**src/hw/rtl/ffsa_pkg.sv**
```systemverilog
// Package for the first-fit span allocator: field widths, reset values,
// operation codes, controller states and the structs shared by the cells.
// No dependencies.
package ffsa_pkg;

  localparam int MAX_SPANS_DEF = 32;
  localparam int POS_W   = 17;
  localparam int TAG_W   = 16;
  localparam int CH_W    = 14;
  localparam int OFF_W   = 30;
  localparam int LIVE_W  = 6;
  localparam int PROD_W  = POS_W + CH_W;

  localparam logic [CH_W-1:0]  CHANNELS_RST = CH_W'(128);
  localparam logic [POS_W-1:0] POOL_RST     = POS_W'(4096);

  typedef enum logic {
    KIND_ALLOC = 1'b0,
    KIND_FREE  = 1'b1
  } kind_t;

  typedef enum logic {
    REG_CHANNELS = 1'b0,
    REG_POOL     = 1'b1
  } reg_idx_t;

  typedef enum logic [3:0] {
    ST_IDLE,
    ST_LOOK,
    ST_LOAD1,
    ST_SCAN1,
    ST_LOAD2,
    ST_SCAN2,
    ST_DECIDE,
    ST_MUL,
    ST_FINISH
  } state_t;

  // Command broadcast to every cell.
  typedef struct packed {
    logic             load1;
    logic             load2;
    logic             shift;
    logic [TAG_W-1:0] tag;
    logic [POS_W-1:0] len;
    logic [POS_W-1:0] pool;
    logic [POS_W-1:0] wstart;
    logic [POS_W-1:0] wstop;
  } cmd_t;

  // Span copy that circulates around the ring.
  typedef struct packed {
    logic             valid;
    logic             fit;
    logic [POS_W-1:0] start;
    logic [POS_W-1:0] stop;
  } ring_t;

  function automatic logic [POS_W-1:0] sat_gap(input logic [POS_W-1:0] hi,
                                                input logic [POS_W-1:0] lo);
    sat_gap = (hi > lo) ? hi - lo : '0;
  endfunction

endpackage

```
**src/hw/rtl/ffsa_cell.sv**
```systemverilog
// One span slot of the allocator ring: holds the span, a circulating copy
// stage, and tracks the start of its successor in start order.
// Depends on ffsa_pkg.
module ffsa_cell #(
  parameter int N    = ffsa_pkg::MAX_SPANS_DEF,
  parameter int SLOT = 0,
  localparam int SLOT_W = (N > 1) ? $clog2(N) : 1
) (
  input  logic                     clk,
  input  logic                     rst,
  input  ffsa_pkg::cmd_t           cmd,
  input  logic                     wr,
  input  logic                     clr,
  input  ffsa_pkg::ring_t          ring_in,
  input  logic [SLOT_W-1:0]        ring_in_slot,
  output ffsa_pkg::ring_t          ring_out,
  output logic [SLOT_W-1:0]        ring_out_slot,
  output logic                     valid,
  output logic                     hit
);
  localparam logic [SLOT_W-1:0] MY_SLOT = SLOT_W'(SLOT);

  logic [ffsa_pkg::TAG_W-1:0] tag;
  logic [ffsa_pkg::POS_W-1:0] start;
  logic [ffsa_pkg::POS_W-1:0] stop;
  logic                       succ_valid;
  logic [ffsa_pkg::POS_W-1:0] succ_start;
  ffsa_pkg::ring_t            rot;
  logic [SLOT_W-1:0]          rot_slot;
  logic                       later;
  logic                       fit;

  assign hit = valid && (tag == cmd.tag);

  // Copy in ring lies after this span in start order (ties by slot).
  assign later = rot.valid && ((rot.start > start) ||
                 ((rot.start == start) && (rot_slot > MY_SLOT)));

  always_comb begin
    if (succ_valid) begin
      fit = valid && (ffsa_pkg::sat_gap(succ_start, stop) >= cmd.len);
    end else begin
      fit = valid && (ffsa_pkg::sat_gap(cmd.pool, stop) >= cmd.len);
    end
  end

  always_ff @(posedge clk) begin
    if (rst) begin
      valid <= 1'b0;
    end else if (wr) begin
      valid <= 1'b1;
    end else if (clr) begin
      valid <= 1'b0;
    end
  end

  always_ff @(posedge clk) begin
    if (wr) begin
      tag   <= cmd.tag;
      start <= cmd.wstart;
      stop  <= cmd.wstop;
    end
  end

  always_ff @(posedge clk) begin
    if (rst) begin
      succ_valid <= 1'b0;
    end else if (cmd.load1) begin
      succ_valid <= 1'b0;
    end else if (cmd.shift && later && (!succ_valid || rot.start < succ_start)) begin
      succ_valid <= 1'b1;
    end
  end

  always_ff @(posedge clk) begin
    if (cmd.shift && later && (!succ_valid || rot.start < succ_start)) begin
      succ_start <= rot.start;
    end
  end

  always_ff @(posedge clk) begin
    if (cmd.load1 || cmd.load2) begin
      rot.valid <= valid;
      rot.fit   <= cmd.load2 && fit;
      rot.start <= start;
      rot.stop  <= stop;
      rot_slot  <= MY_SLOT;
    end else if (cmd.shift) begin
      rot      <= ring_in;
      rot_slot <= ring_in_slot;
    end
  end

  assign ring_out      = rot;
  assign ring_out_slot = rot_slot;

endmodule

```
**config.mk**
```make
export PLATFORM = sky130hd
export DESIGN_NAME = ffsa_cell
export DESIGN_NICKNAME = d
export VERILOG_FILES = /design/src/hw/rtl/ffsa_pkg.sv /design/src/hw/rtl/ffsa_cell.sv
export SDC_FILE = /design/constraint.sdc
export NUM_CORES = 1
export LEC_CHECK = 0
export ABC_CLOCK_PERIOD_IN_PS = 11230
export BUFFER_PORTS_ARGS = -buffer_cell sky130_fd_sc_hd__buf_2
export CAP_MARGIN = 10
export CORE_ASPECT_RATIO = 0.75
export CORE_MARGIN = 2
export CORE_UTILIZATION = 59
export CTS_CLUSTER_DIAMETER = 150
export CTS_CLUSTER_SIZE = 20
export DETAILED_ROUTE_END_ITERATION = 7
export PLACE_DENSITY = 0.83
export SETUP_SLACK_MARGIN = 0.3
export SLEW_MARGIN = 0
export SYNTH_ARGS = -nofsm -noshare
export SYNTH_HDL_FRONTEND = slang
export SYNTH_SLANG_ARGS = --single-unit
```
**constraint.sdc**
```tcl
create_clock -name clk -period 11.23 [get_ports clk]
set_clock_uncertainty 0.15 [all_clocks]
set_input_delay 0.5615 -clock clk [delete_from_list [all_inputs] [get_ports clk]]
set_output_delay 0.5615 -clock clk [all_outputs]
set_load 0.005 [all_outputs]
```
==> qor.yml <==
first_pass_grt_wire_length_um: 27600
met2_resource_use_gr_pct: 42.7
dieHeight_um: 101
grt_setup_unrepaired: "no"
critical_path_peak_fanout: 4
syn_area_per_cell_um2: 10.0
final-setup-viol-count: 0
coreArea_um2: 12300
floorplan.die_area_um2: 13500
mappedNetlistNets: 972
rows: 35
layout-drive-gt1-share_pct: 22.4
post-route-cell-area_um2: 8770
clock_tree.root_cell: "sky130_fd_sc_hd__clkbuf_16"
power.density_nw_per_um2: 130
slew_headroom_pct: 47.8
totalWireLength_um: 17500
cts-resized-gates: 0
asyncSetResetFlopFracSynth_pct: 0
final_number_of_max_transition_violations: 0
final_common_cell: "sky130_fd_sc_hd__buf_2"
synth.yosys.warnings: 0
period_needed_ns: 4.09
first_iter_violations: 347
power.static_leakage_nw: 4.08
vias_in_the_first_global_route: 5668
global_route.usage.met3_pct: 6.39
hold_path.class: "primary input to flip-flop"
cts_tree: "yes"
ios: 175
ys_seq_area_share_pct: 43.7
sequentialPowerShare_pct: 44.2
number_of_synthesized_register_bits: 110
num-fill-cells: 952
ys.flop_type: "sky130_fd_sc_hd__edfxtp_1"
holdBufCountCts: 0
synth-edff-count: 103
grtUsageMet1_pct: 35.6
clock_sink_count: 110
cells_taking_the_most_area_after_synthesis: "sky130_fd_sc_hd__edfxtp_1 (42%), sky130_fd_sc_hd__ha_1 (17%), sky130_fd_sc_hd__inv_1 (4.2%)"
floorplan.initialDensity_pct: 60.4
tightestPinTransition_ns: 0.783
initial_antenna_violation_count: 0
clock_latency_ns: 0.35
p_sw_w: 0.000345
outcome: "completed"
start_kind: "flip-flop"
cap_violations: 0
finalHoldViolations: 0
largest_net_degree_at_the_start_of_global_routing: 52
worstRegToRegCells: 16
finalPower_w: 0.00114
cellInternalPower_w: 0.000796
clock_tree.buffer_depth: 2
finalCritPeriodShare_pct: 36.5
tritoncts.num_buffers: 9
detailed_place_hpwl_um: 13600
drc: 0
grt_most_used_layer: "met2"
final_cell_mix: "sky130_fd_sc_hd__buf_2 (174), sky130_fd_sc_hd__edfxtp_1 (103), sky130_fd_sc_hd__ha_1 (101)"
cts.repair_timing.setup_buffer_count: 0
firstDrtPassIters: 5
worst_setup_path_end_kind: "flip-flop"
synth_area_um2: 7400
number_of_h_tree_levels: 3
synthToLayoutAreaGrowth_pct: 18.5
worstPathRequired_ns: 11.18
detailroute.via_count: 6046
nNetsFinal: 1147
average_detailed_routed_wire_length_per_instance_um: 16.2
overflow: 0
number_of_distinct_standard_cells_referenced_by_the_synthesized_netlist: 54
ir_drop_mv: 0.129
clockPowerShare_pct: 29.3
fmax_mhz: 244
floorplan.die.width_um: 133
placement.cell_area_um2: 8460
yosysTopAreaCell: "sky130_fd_sc_hd__edfxtp_1"
power.switching_fraction_pct: 30.3
path_class: "flip-flop to flip-flop"
clkSlewWorstSetupHoldPaths_ns: 0.08
worst_hold_path.num_cells: 1
syn-instance-count: 737
placement.io_buffers: 174
yosysTopAreaCellShare_pct: 41.8
timing.setup.tns_ns: 0
grt_usage_pct: 26.3
share_comb_of_total_power_pct: 26.5
antennaDiodeCount: 0
final_antenna_net_count: 0
arrival_ns: 4.04
routabilityCongestion: 0.940
vias_per_cell: 5.58
==> cells in the mapped netlist (10+ instances only) <==
cell type                    n
sky130_fd_sc_hd__a211oi_1   12
sky130_fd_sc_hd__a21o_1     20
sky130_fd_sc_hd__a21oi_1    47
sky130_fd_sc_hd__clkbuf_1   11
sky130_fd_sc_hd__edfxtp_1  103
sky130_fd_sc_hd__ha_1      101
sky130_fd_sc_hd__inv_1      83
sky130_fd_sc_hd__nand2_1    73
sky130_fd_sc_hd__nand3_1    11
sky130_fd_sc_hd__nand4_1    14
sky130_fd_sc_hd__nor2_1     55
sky130_fd_sc_hd__o21a_1     10
sky130_fd_sc_hd__o21ai_0    59
sky130_fd_sc_hd__xnor2_1    21
sky130_fd_sc_hd__xor2_1     13
==> path summary, 6_finish.rpt <==
kind                                      start                             to  slack [ns]
setup / recovery              stop[0]$_DFFE_PP_         ring_out[34]$_DFFE_PP_        7.14
setup reg to reg              stop[0]$_DFFE_PP_         ring_out[34]$_DFFE_PP_        7.14
hold reg to reg   ring_out_slot[0]$_SDFFE_PN0P_  ring_out_slot[0]$_SDFFE_PN0P_        0.37
hold / removal                           cmd[1]              stop[1]$_DFFE_PP_        0.23
==> kinds of logic after synthesis <==
kind of cell | after synthesis | synth area share (%)
multiplexers | 7 | 1.12
AND/OR/NAND/NOR | 196 | 12.3
buffers and inverters | 96 | 4.98
adder cells (fa/ha/maj) | 103 | 17.6
flip-flops | 110 | 43.7
AO/OA/AOI/OAI | 191 | 16.3
XOR/XNOR | 34 | 4.02
==> sequential cells by signal, summed over array words and instances (netlist names) <==
register and count:
ring_out 36, start 17, stop 17, succ_start 17
tag 16, ring_out_slot 5, succ_valid 1, valid 1
==> routing by layer <==
layer	wire, um	share of wire, %	vias to the layer above
li1	-	-	3048
met1	7780	44	2759
met2	7960	45	219
met3	1460	8.3	20
met4	303	1.7	0
met5	0	0	-
==> critical path, stage by stage (launching register included) <==
cell,delay [ns]
sky130_fd_sc_hd__edfxtp_1,0.49
sky130_fd_sc_hd__ha_1,0.23
sky130_fd_sc_hd__inv_1,0.06
sky130_fd_sc_hd__fa_1,0.40
sky130_fd_sc_hd__a21o_1,0.18
sky130_fd_sc_hd__a21oi_1,0.40
sky130_fd_sc_hd__o211ai_1,0.20
sky130_fd_sc_hd__a31oi_1,0.24
sky130_fd_sc_hd__xor2_1,0.17
sky130_fd_sc_hd__nor2_1,0.06
sky130_fd_sc_hd__ha_1,0.31
sky130_fd_sc_hd__nand4_1,0.11
sky130_fd_sc_hd__o211ai_1,0.12
sky130_fd_sc_hd__a2111oi_0,0.34
sky130_fd_sc_hd__o21ai_0,0.15
sky130_fd_sc_hd__a21oi_1,0.15
sky130_fd_sc_hd__o31ai_1,0.07
==> power groups by stage <==
stage / Clock (W) / Combinational [W] / Sequential, W
floorplan: 0 / 0.000203 / 0.000509
global placement: 0 / 0.000287 / 0.000512
detailed placement: 0 / 0.000295 / 0.000513
CTS: 0.000340 / 0.000299 / 0.000504
global route: 0.000352 / 0.000343 / 0.000508
finish: 0.000335 / 0.000302 / 0.000504
==> layout make-up <==
type                       instances  area, um2  share of cell area, %
multi-input combinational        531       3810                   43.4
clock buffer                       9        225                   2.57
inverter                          83        312                   3.55
timing repair buffer             177        893                   10.2
tap                              166        208                   2.37
sequential                       110       3230                   36.9
clock inverter                     7       91.3                   1.04
==> metrics by stage <==
step                worst slack [ns]  utilization [%]  instances  hold WS (ns)
global route                    6.86             71.5       1083         0.217
floorplan                       7.43                -        737         0.342
CTS                             7.20             71.5       1083         0.219
finish                          7.14             71.5       1083         0.231
detailed placement              7.08             69.0       1067         0.355
global placement                7.20             69.0       1067         0.351
No activity file was read; power rests on OpenSTA's default activity.
